--- src/hw/rtl/bcpa_pkg.sv ---
`timescale 1ns / 1ps
`default_nettype none
package bcpa_pkg;

    localparam int PAGE_TOTAL = 4096;
    localparam int PAGE_W     = 12;
    localparam int CNT_W      = 13;
    localparam int WIDE_W     = 14;
    localparam int WORD_W     = 32;
    localparam int BIT_W      = 5;
    localparam int NUM_WORDS  = PAGE_TOTAL / WORD_W;
    localparam int WADDR_W    = PAGE_W - BIT_W;

    localparam logic [1:0] ST_OK       = 2'd0;
    localparam logic [1:0] ST_NO_SPACE = 2'd1;
    localparam logic [1:0] ST_BAD      = 2'd2;

    localparam logic KIND_ALLOC = 1'b0;
    localparam logic KIND_FREE  = 1'b1;

    localparam logic [CNT_W-1:0] GRANULE_RESET = 13'd8;

    typedef struct packed {
        logic                 rd_en;
        logic [WADDR_W-1:0]   rd_addr;
        logic                 wr_en;
        logic [WADDR_W-1:0]   wr_addr;
        logic [WORD_W-1:0]    wr_data;
    } mem_req_t;

    typedef struct packed {
        logic                 start;
        logic [WIDE_W-1:0]    want;
        logic [CNT_W-1:0]     granule;
    } fit_req_t;

    typedef struct packed {
        logic                 done;
        logic [CNT_W-1:0]     size;
    } fit_rsp_t;

endpackage
`default_nettype wire

--- src/hw/rtl/bcpa_bitmap.sv ---
`timescale 1ns / 1ps
`default_nettype none
module bcpa_bitmap
    import bcpa_pkg::*;
(
    input  wire logic              aclk,
    input  wire logic              aresetn,
    input  wire mem_req_t          req,
    output logic [WORD_W-1:0]      rd_data
);

    // Words never written since reset read as their reset contents.
    logic [WORD_W-1:0]    mem [NUM_WORDS];
    logic [NUM_WORDS-1:0] valid_reg;
    logic [WORD_W-1:0]    rd_data_reg;

    always_ff @(posedge aclk) begin
        if (req.wr_en) begin
            mem[req.wr_addr] <= req.wr_data;
        end
        if (req.rd_en) begin
            if (valid_reg[req.rd_addr]) begin
                rd_data_reg <= mem[req.rd_addr];
            end else if (req.rd_addr == '0) begin
                rd_data_reg <= {{(WORD_W-1){1'b0}}, 1'b1};
            end else begin
                rd_data_reg <= '0;
            end
        end
    end

    always_ff @(posedge aclk) begin
        if (!aresetn) begin
            valid_reg <= '0;
        end else if (req.wr_en) begin
            valid_reg[req.wr_addr] <= 1'b1;
        end
    end

    assign rd_data = rd_data_reg;

endmodule
`default_nettype wire

--- src/hw/rtl/bcpa_fit.sv ---
`timescale 1ns / 1ps
`default_nettype none
module bcpa_fit
    import bcpa_pkg::*;
(
    input  wire logic      aclk,
    input  wire logic      aresetn,
    input  wire fit_req_t  req,
    output fit_rsp_t       rsp
);

    // Rounds up to a granule multiple, then caps at the largest multiple within
    // the page count. Two restoring divisions and one multiply.
    typedef enum logic [1:0] {IDLE, DIV1, DIV2, MUL} state_t;

    state_t            state_reg, state_next;
    logic [WIDE_W-1:0] num_reg, num_next;
    logic [WIDE_W-1:0] rem_reg, rem_next;
    logic [WIDE_W-1:0] q_reg, q_next;
    logic [WIDE_W-1:0] q1_reg, q1_next;
    logic [3:0]        cnt_reg, cnt_next;
    logic [CNT_W-1:0]  g_reg, g_next;
    logic [CNT_W-1:0]  size_reg, size_next;
    logic              done_reg, done_next;

    logic [WIDE_W-1:0] base;
    logic [WIDE_W-1:0] rem_sh;
    logic              qbit;
    logic [WIDE_W-1:0] q_new;
    logic [WIDE_W+CNT_W-1:0] prod;

    always_comb begin
        base   = (req.want < {1'b0, req.granule}) ? {1'b0, req.granule} : req.want;
        rem_sh = {rem_reg[WIDE_W-2:0], num_reg[WIDE_W-1]};
        qbit   = rem_sh >= {1'b0, g_reg};
        q_new  = {q_reg[WIDE_W-2:0], qbit};
        prod   = q_reg * g_reg;

        state_next = state_reg;
        num_next   = num_reg;
        rem_next   = rem_reg;
        q_next     = q_reg;
        q1_next    = q1_reg;
        cnt_next   = cnt_reg;
        g_next     = g_reg;
        size_next  = size_reg;
        done_next  = 1'b0;

        case (state_reg)
            IDLE: begin
                if (req.start) begin
                    g_next     = req.granule;
                    num_next   = base + {1'b0, req.granule} - 14'd1;
                    rem_next   = '0;
                    q_next     = '0;
                    cnt_next   = '0;
                    state_next = DIV1;
                end
            end
            DIV1, DIV2: begin
                rem_next = qbit ? (rem_sh - {1'b0, g_reg}) : rem_sh;
                num_next = {num_reg[WIDE_W-2:0], 1'b0};
                q_next   = q_new;
                cnt_next = cnt_reg + 4'd1;
                if (cnt_reg == 4'(WIDE_W - 1)) begin
                    cnt_next = '0;
                    rem_next = '0;
                    if (state_reg == DIV1) begin
                        q1_next    = q_new;
                        q_next     = '0;
                        num_next   = WIDE_W'(PAGE_TOTAL);
                        state_next = DIV2;
                    end else begin
                        q_next     = (q1_reg < q_new) ? q1_reg : q_new;
                        state_next = MUL;
                    end
                end
            end
            MUL: begin
                size_next  = prod[CNT_W-1:0];
                done_next  = 1'b1;
                state_next = IDLE;
            end
            default: state_next = IDLE;
        endcase
    end

    always_ff @(posedge aclk) begin
        if (!aresetn) begin
            state_reg <= IDLE;
            done_reg  <= 1'b0;
        end else begin
            state_reg <= state_next;
            done_reg  <= done_next;
        end
        num_reg  <= num_next;
        rem_reg  <= rem_next;
        q_reg    <= q_next;
        q1_reg   <= q1_next;
        cnt_reg  <= cnt_next;
        g_reg    <= g_next;
        size_reg <= size_next;
    end

    assign rsp.done = done_reg;
    assign rsp.size = size_reg;

endmodule
`default_nettype wire

--- src/hw/rtl/bitmap_contiguous_page_allocator.sv ---
`timescale 1ns / 1ps
`default_nettype none
// First-fit allocator of contiguous page runs over a 4096-page usage bitmap.
// A request beat carries the kind in s_tuser and the start page and run length
// in s_tdata; each request gives exactly one result beat with the granted
// page, a status (ok, no space, bad request) and the pool size afterwards.
// The bitmap lives in a 128 x 32 bit synchronous memory and is walked one
// page per cycle through a one-word cache, pausing to fetch a word from the
// memory whenever the page's word is not cached. Freeing a run checks it,
// clears it and then scans onward from its start, and the pool is resized
// by the division unit when a request grows or shrinks it. One request is
// handled at a time, and the next request beat is taken while a result beat
// still waits on m_tready. The memory needs no clearing pass after reset.
// The granule register may be written only while no request is in flight.
module bitmap_contiguous_page_allocator
    import bcpa_pkg::*;
(
    input  wire logic        aclk,
    input  wire logic        aresetn,
    input  wire logic        cfg_wr_en,
    input  wire logic [12:0] cfg_wr_data,   // size_granule
    input  wire logic        s_tvalid,
    output logic             s_tready,
    input  wire logic [31:0] s_tdata,       // start_page[11:0], run_length[24:12]
    input  wire logic [0:0]  s_tuser,       // kind[0]
    output logic             m_tvalid,
    input  wire logic        m_tready,
    output logic [31:0]      m_tdata        // granted_page[11:0], status[13:12],
                                            // pool_pages[26:14]
);

    typedef enum logic [3:0] {
        IDLE, FETCH, A_START, A_SKIP, A_CHK, A_FITW, A_SCAN, A_SET, A_HINT,
        F_START, F_CHK, F_CLR, F_SCANP, F_FITW, DONE
    } state_t;

    state_t             state_reg, state_next;
    state_t             ret_reg, ret_next;
    logic               kind_reg, kind_next;
    logic [CNT_W-1:0]   start_reg, start_next;
    logic [CNT_W-1:0]   run_reg, run_next;
    logic [CNT_W-1:0]   pool_reg, pool_next;
    logic [CNT_W-1:0]   hint_reg, hint_next;
    logic [CNT_W-1:0]   gran_reg;
    logic [CNT_W-1:0]   s_reg, s_next;
    logic [CNT_W-1:0]   tent_reg, tent_next;
    logic [CNT_W-1:0]   i_reg, i_next;
    logic [CNT_W-1:0]   p_reg, p_next;
    logic [PAGE_W-1:0]  res_page_reg, res_page_next;
    logic [1:0]         res_status_reg, res_status_next;
    logic               m_valid_reg, m_valid_next;
    logic [31:0]        m_data_reg, m_data_next;

    // One-word cache in front of the bitmap memory, kept coherent by
    // writing every update through to both.
    logic               cvalid_reg, cvalid_next;
    logic [WADDR_W-1:0] cidx_reg, cidx_next;
    logic [WORD_W-1:0]  cword_reg, cword_next;
    logic [WADDR_W-1:0] fidx_reg, fidx_next;

    mem_req_t           mreq;
    logic [WORD_W-1:0]  mrd;
    fit_req_t           freq;
    fit_rsp_t           frsp;

    logic [CNT_W-1:0]   gran_eff;
    logic [CNT_W-1:0]   addr;
    logic               hit;
    logic               cbit;
    logic [WIDE_W-1:0]  s_end;
    logic [WIDE_W-1:0]  f_end;
    logic [WORD_W-1:0]  wmask;

    bcpa_bitmap u_bitmap (
        .aclk    (aclk),
        .aresetn (aresetn),
        .req     (mreq),
        .rd_data (mrd)
    );

    bcpa_fit u_fit (
        .aclk    (aclk),
        .aresetn (aresetn),
        .req     (freq),
        .rsp     (frsp)
    );

    assign s_tready = (state_reg == IDLE);
    assign m_tvalid = m_valid_reg;
    assign m_tdata  = m_data_reg;

    always_comb begin
        if (gran_reg == '0) begin
            gran_eff = 13'd1;
        end else if (gran_reg > CNT_W'(PAGE_TOTAL)) begin
            gran_eff = CNT_W'(PAGE_TOTAL);
        end else begin
            gran_eff = gran_reg;
        end
    end

    always_comb begin
        case (state_reg)
            A_SKIP:          addr = s_reg;
            A_SCAN, A_SET:   addr = s_reg + i_reg;
            F_CHK, F_CLR:    addr = start_reg + i_reg;
            A_HINT, F_SCANP: addr = p_reg;
            default:         addr = s_reg;
        endcase
        hit   = cvalid_reg && (cidx_reg == addr[PAGE_W-1:BIT_W]);
        cbit  = cword_reg[addr[BIT_W-1:0]];
        wmask = {{(WORD_W-1){1'b0}}, 1'b1} << addr[BIT_W-1:0];
        s_end = {1'b0, s_reg} + {1'b0, run_reg};
        f_end = {1'b0, start_reg} + {1'b0, run_reg};
    end

    always_comb begin
        state_next      = state_reg;
        ret_next        = ret_reg;
        kind_next       = kind_reg;
        start_next      = start_reg;
        run_next        = run_reg;
        pool_next       = pool_reg;
        hint_next       = hint_reg;
        s_next          = s_reg;
        tent_next       = tent_reg;
        i_next          = i_reg;
        p_next          = p_reg;
        res_page_next   = res_page_reg;
        res_status_next = res_status_reg;
        cvalid_next     = cvalid_reg;
        cidx_next       = cidx_reg;
        cword_next      = cword_reg;
        fidx_next       = fidx_reg;
        m_valid_next    = m_valid_reg && !m_tready;
        m_data_next     = m_data_reg;

        mreq.rd_en   = 1'b0;
        mreq.rd_addr = addr[PAGE_W-1:BIT_W];
        mreq.wr_en   = 1'b0;
        mreq.wr_addr = addr[PAGE_W-1:BIT_W];
        mreq.wr_data = cword_reg;

        freq.start   = 1'b0;
        freq.want    = (state_reg == F_SCANP) ? {1'b0, start_reg}
                                              : ({1'b0, tent_reg} + {1'b0, run_reg});
        freq.granule = gran_eff;

        case (state_reg)
            IDLE: begin
                if (s_tvalid) begin
                    kind_next  = s_tuser[0];
                    start_next = {1'b0, s_tdata[11:0]};
                    run_next   = s_tdata[24:12];
                    state_next = (s_tuser[0] == KIND_FREE) ? F_START : A_START;
                end
            end
            FETCH: begin
                cvalid_next = 1'b1;
                cidx_next   = fidx_reg;
                cword_next  = mrd;
                state_next  = ret_reg;
            end
            A_START: begin
                if (run_reg == '0) begin
                    res_page_next   = '0;
                    res_status_next = ST_BAD;
                    state_next      = DONE;
                end else begin
                    tent_next  = pool_reg;
                    s_next     = hint_reg;
                    state_next = A_SKIP;
                end
            end
            A_SKIP: begin
                if (s_reg < tent_reg) begin
                    if (!hit) begin
                        mreq.rd_en = 1'b1;
                        fidx_next  = addr[PAGE_W-1:BIT_W];
                        ret_next   = state_reg;
                        state_next = FETCH;
                    end else if (cbit) begin
                        s_next = s_reg + 13'd1;
                    end else begin
                        state_next = A_CHK;
                    end
                end else begin
                    state_next = A_CHK;
                end
            end
            A_CHK: begin
                i_next = '0;
                if (s_end > {1'b0, tent_reg}) begin
                    freq.start = 1'b1;
                    state_next = A_FITW;
                end else begin
                    state_next = A_SCAN;
                end
            end
            A_FITW: begin
                if (frsp.done) begin
                    if ({1'b0, frsp.size} < s_end) begin
                        res_page_next   = '0;
                        res_status_next = ST_NO_SPACE;
                        state_next      = DONE;
                    end else begin
                        tent_next  = frsp.size;
                        state_next = A_SCAN;
                    end
                end
            end
            A_SCAN: begin
                if (i_reg == run_reg) begin
                    i_next     = '0;
                    state_next = A_SET;
                end else if (!hit) begin
                    mreq.rd_en = 1'b1;
                    fidx_next  = addr[PAGE_W-1:BIT_W];
                    ret_next   = state_reg;
                    state_next = FETCH;
                end else if (cbit) begin
                    s_next     = s_reg + i_reg + 13'd1;
                    state_next = A_SKIP;
                end else begin
                    i_next = i_reg + 13'd1;
                end
            end
            A_SET: begin
                if (i_reg == run_reg) begin
                    pool_next = tent_reg;
                    if (s_reg == hint_reg) begin
                        p_next     = s_end[CNT_W-1:0];
                        state_next = A_HINT;
                    end else begin
                        res_page_next   = s_reg[PAGE_W-1:0];
                        res_status_next = ST_OK;
                        state_next      = DONE;
                    end
                end else if (!hit) begin
                    mreq.rd_en = 1'b1;
                    fidx_next  = addr[PAGE_W-1:BIT_W];
                    ret_next   = state_reg;
                    state_next = FETCH;
                end else begin
                    cword_next   = cword_reg | wmask;
                    mreq.wr_en   = 1'b1;
                    mreq.wr_data = cword_reg | wmask;
                    i_next       = i_reg + 13'd1;
                end
            end
            A_HINT: begin
                if ((p_reg < pool_reg) && !hit) begin
                    mreq.rd_en = 1'b1;
                    fidx_next  = addr[PAGE_W-1:BIT_W];
                    ret_next   = state_reg;
                    state_next = FETCH;
                end else if ((p_reg < pool_reg) && cbit) begin
                    p_next = p_reg + 13'd1;
                end else begin
                    hint_next       = p_reg;
                    res_page_next   = s_reg[PAGE_W-1:0];
                    res_status_next = ST_OK;
                    state_next      = DONE;
                end
            end
            F_START: begin
                i_next = '0;
                if ((run_reg == '0) || (start_reg == '0) || (f_end > {1'b0, pool_reg})) begin
                    res_page_next   = '0;
                    res_status_next = ST_BAD;
                    state_next      = DONE;
                end else begin
                    state_next = F_CHK;
                end
            end
            F_CHK: begin
                if (i_reg == run_reg) begin
                    i_next     = '0;
                    state_next = F_CLR;
                end else if (!hit) begin
                    mreq.rd_en = 1'b1;
                    fidx_next  = addr[PAGE_W-1:BIT_W];
                    ret_next   = state_reg;
                    state_next = FETCH;
                end else if (!cbit) begin
                    res_page_next   = '0;
                    res_status_next = ST_BAD;
                    state_next      = DONE;
                end else begin
                    i_next = i_reg + 13'd1;
                end
            end
            F_CLR: begin
                if (i_reg == run_reg) begin
                    if (start_reg < hint_reg) begin
                        hint_next = start_reg;
                    end
                    p_next     = start_reg;
                    state_next = F_SCANP;
                end else if (!hit) begin
                    mreq.rd_en = 1'b1;
                    fidx_next  = addr[PAGE_W-1:BIT_W];
                    ret_next   = state_reg;
                    state_next = FETCH;
                end else begin
                    cword_next   = cword_reg & ~wmask;
                    mreq.wr_en   = 1'b1;
                    mreq.wr_data = cword_reg & ~wmask;
                    i_next       = i_reg + 13'd1;
                end
            end
            F_SCANP: begin
                res_page_next   = '0;
                res_status_next = ST_OK;
                if (p_reg >= pool_reg) begin
                    freq.start = 1'b1;
                    state_next = F_FITW;
                end else if (!hit) begin
                    mreq.rd_en = 1'b1;
                    fidx_next  = addr[PAGE_W-1:BIT_W];
                    ret_next   = state_reg;
                    state_next = FETCH;
                end else if (!cbit) begin
                    p_next = p_reg + 13'd1;
                end else begin
                    state_next = DONE;
                end
            end
            F_FITW: begin
                if (frsp.done) begin
                    pool_next  = frsp.size;
                    state_next = DONE;
                end
            end
            DONE: begin
                if (!m_valid_reg || m_tready) begin
                    m_valid_next = 1'b1;
                    m_data_next  = {5'd0, pool_reg, res_status_reg, res_page_reg};
                    state_next   = IDLE;
                end
            end
            default: state_next = IDLE;
        endcase
    end

    always_ff @(posedge aclk) begin
        if (!aresetn) begin
            state_reg   <= IDLE;
            ret_reg     <= IDLE;
            gran_reg    <= GRANULE_RESET;
            pool_reg    <= GRANULE_RESET;
            hint_reg    <= 13'd1;
            cvalid_reg  <= 1'b0;
            m_valid_reg <= 1'b0;
        end else begin
            state_reg   <= state_next;
            ret_reg     <= ret_next;
            pool_reg    <= pool_next;
            hint_reg    <= hint_next;
            cvalid_reg  <= cvalid_next;
            m_valid_reg <= m_valid_next;
            if (cfg_wr_en) begin
                gran_reg <= cfg_wr_data;
            end
        end
        kind_reg       <= kind_next;
        start_reg      <= start_next;
        run_reg        <= run_next;
        s_reg          <= s_next;
        tent_reg       <= tent_next;
        i_reg          <= i_next;
        p_reg          <= p_next;
        res_page_reg   <= res_page_next;
        res_status_reg <= res_status_next;
        cidx_reg       <= cidx_next;
        cword_reg      <= cword_next;
        fidx_reg       <= fidx_next;
        m_data_reg     <= m_data_next;
    end

`ifndef NO_ASSERTIONS
    // The pool never falls to zero pages nor exceeds the bitmap.
    assert property (@(posedge aclk) disable iff (!aresetn)
        (pool_reg != '0) && (pool_reg <= CNT_W'(PAGE_TOTAL)))
        else $error("pool size out of range");

    // Page zero is reserved, so the first-free hint never points at it.
    assert property (@(posedge aclk) disable iff (!aresetn) hint_reg != '0)
        else $error("free hint points at the reserved page");

    // An accepted request blocks further requests until its result is queued.
    assert property (@(posedge aclk) disable iff (!aresetn)
        (s_tvalid && s_tready) |=> !s_tready)
        else $error("second request taken while one is in flight");

    // Only the three defined status codes ever leave the block.
    assert property (@(posedge aclk) disable iff (!aresetn)
        m_tvalid |-> (m_tdata[13:12] != 2'd3))
        else $error("undefined status code on result beat");
`endif

endmodule
`default_nettype wire
--- config.mk ---
export PLATFORM = sky130hd
export DESIGN_NAME = bitmap_contiguous_page_allocator
export DESIGN_NICKNAME = d
export VERILOG_FILES = /design/src/hw/rtl/bcpa_pkg.sv /design/src/hw/rtl/bcpa_bitmap.sv /design/src/hw/rtl/bcpa_fit.sv /design/src/hw/rtl/bitmap_contiguous_page_allocator.sv
export SDC_FILE = /design/constraint.sdc
export NUM_CORES = 2
export LEC_CHECK = 0
export BUFFER_PORTS_ARGS = -buffer_cell sky130_fd_sc_hd__buf_2
export CAP_MARGIN = 20
export CORE_MARGIN = 2
export CORE_UTILIZATION = 30
export DETAILED_ROUTE_END_ITERATION = 8
export HOLD_SLACK_MARGIN = 0.15
export PLACE_DENSITY_LB_ADDON = 0.2
export SYNTH_ARGS = -nofsm -noshare
export SYNTH_HDL_FRONTEND = slang
export SYNTH_SLANG_ARGS = --single-unit
--- constraint.sdc ---
create_clock -name aclk -period 12.4 [get_ports aclk]
set_clock_uncertainty 0.1 [all_clocks]
set_input_delay 0.62 -clock aclk [delete_from_list [all_inputs] [get_ports aclk]]
set_output_delay 0.62 -clock aclk [all_outputs]
set_load 0.01 [all_outputs]
==> metrics <==
Tcrit/Tclk final 0.691; dpl cells 20800; main combinational cell family by area after synthesis compound AO/OA/AOI/OAI gates; CP arrival 9.18 ns; htree depth 5; max reg flops 4096; worst skew pair latency 1.10 ns; Crit-path slowest cell nand3b_1; TritonCTS clock tree yes; critical path class reg -> reg; Post-synth top cells edfxtp_1 (4376), nand2_1 (1693), a21oi_1 (825); FF+latch count, synth 4556; Post-synth EDFFs 4376; Via density 5.70; Max-Cap Viols 0; post-synthesis simple-gate area fraction 0.0640; Post-Synth Adder-Cell Area 0.0222; Slew HR -0.172; fillcell total 59600; crit path buf inv count 2; Die Area 626000 um2; CP Data Required Time 13.02 ns; Crit Path Max Fanout 20; total gr overflow 0; Setup TNS 0 ns; Synth area leader edfxtp_1; DP Wirelength 469000 um; first-pass GRT wire length 1040000 um; Most common cell on crit path o21ai_0; layout cells sized above 1 0.133; Avg Inst Size Synth 14.6 um2; DR DRC count 0; Num CTS Buffers 467; total number of vias 124000; Synth Instances 12800; Initial Utilization 0.301; LEAKAGE 70.2 nW; Final Non-Filler Cells 21700; Largest stage delay, worst path 0.56 ns; mux share of post-synthesis cell area 0.0323; Sinks on Clock Net 4556; CTS max path bufs 4; All-Layer GR Usage 0.241; Root Driver clkbuf_16; chip width 791 um; RSZ-0062 raised after global routing false; most frequent cell after synthesis edfxtp_1; vias in the first global route 113000; cell family with most CP delay compound AO/OA/AOI/OAI gates; Final Wtd Congestion 0.923; Reg clk slew, reported paths 0.06 ns; number of setup buffers added after CTS 0; Worst Setup Start Kind flop; synth warn 0; DRT iter0 DRCs 20100; violated checks max-slew violations; largest net degree at the start of global routing 129; crit path capture type flop; io pins 85; Tightest Pin Transition 1.76 ns; Nets 13500; drt pass-1 iters 8; cell area power density 271 nW/um2; number of routed nets with antenna violations 0; Vert. Die Dim 791 um; top post-synthesis cells by area edfxtp_1 (71%), nand2_1 (3.4%), a21oi_1 (2.2%); initial antenna violation count 78; PortBufs 72; ys flop type edfxtp_1; Compound-Gate Fraction of Synth Area 0.122; maximum operating frequency 0.117 GHz; Post-CTS Resized 0; final hold vios 0; Core Footprint 618000 um2; Cell variety after synth 106; Final setup viols 0; share of the synthesized area in the top cell type 0.707; Total Wirelength 786000 um; xor-xnor portion of the synthesized cell area 0.00767; ys async rst share 0; status finished with violations; worst hold path class in -> reg; Area Overhead vs Synth 15.9%; crit path time final 8.57 ns; Slew Viols, Final 56; post-synthesis sequential area ratio 0.726; post-synthesis cell area 186000 um2; maximum VDD drop 0.000203 V; Std-Cell Rows 289; WL/cell 36.2 um
-- worst paths after layout --
path | cells past startpoint | start | endpoint | slack, ns
worst max-delay path | 38 | run_reg[0] | u_fit.num_reg[13] | 3.83
worst min-delay path | 2 | s_tdata[6] | start_reg[6] | 0.22
worst max register to register | 38 | run_reg[0] | u_fit.num_reg[13] | 3.83
worst min register to register | 0 | res_page_reg[10] | m_tdata[10] | 0.32
-- cell families after synthesis --
| group | count (synthesis) |
|---|---|
| other cells | 1 |
| buf+inv | 1062 |
| fa+ha+maj | 297 |
| flops | 4556 |
| mux | 543 |
| xor+xnor | 162 |
| compound gates | 3331 |
| simple gates | 2807 |
-- layout by cell type (no fill, tap or decap), types with 59 or more instances in the layout --
cell type  synthesis  final
clkinv_1           2     92
clkbuf_1         270    129
xnor2_1          102    102
a221oi_1         259    257
edfxtp_1        4376   4376
dfxtp_1          180    180
a22o_1            95     92
a222oi_1          67     67
clkinv_2           0     73
buf_4             46    532
a22oi_1          481    481
nand2_1         1693   1678
buf_2            380     72
xor2_1            59     59
ha_1             241    241
o211ai_1          76     76
and3_1            93     93
o21a_1           154    153
mux2i_1          341    341
nor2_1           478    331
a211oi_1         200    199
clkbuf_16          0    471
a21oi_1          825    823
inv_1            245    243
nor2_4             0    144
o21ai_0          466    428
o22ai_1          119    116
mux2_2           168    160
a31oi_1           99     97
nand3_1          252    249
-- area by class of cell --
type | instances | area (um2) | share of cell area
multi-input cells | 7145 | 48200 | 0.224
repair buffers | 717 | 5940 | 0.0276
flip-flops and latches | 4556 | 135000 | 0.627
clock buffers | 635 | 12800 | 0.0592
diodes | 39 | 97.6 | 0.000453
clock inverters | 236 | 2320 | 0.0108
well taps | 8148 | 10200 | 0.0473
inverters | 254 | 992 | 0.00460
-- repair_timing --
action                                  CTS  global route
endpoints found under the setup margin    0             0
hold buffers                             53             0
hold endpoints to repair                 62             0
-- through the flow --
step	worst slack (ns)	total power, mW	utilization	hold slack (ns)	area (um2)
CTS	3.86	58.0	0.348	0.153	215000
global placement	3.46	43.9	0.323	0.302	199000
floorplan	2.42	31.0	-	0.300	186000
global route	3.03	59.7	0.348	0.205	215000
finish	3.83	58.4	0.348	0.220	215000
detailed placement	3.91	43.9	0.323	0.305	200000
-- report_power, final --
part           internal, mW  total, mW  switching, mW
clock                  7.80       14.1           6.34
combinational          6.39       25.7           19.3
sequential             18.2       18.6          0.356
-- layer usage --
layer,routed length [um],vias to the layer above,global-route usage
met4,35300,12,0.0930
li1,-,50500,-
met3,78400,1123,0.0496
met5,344,-,0
met1,324000,65400,0.338
met2,348000,6905,0.369
Power figures use the tool's default switching activity.
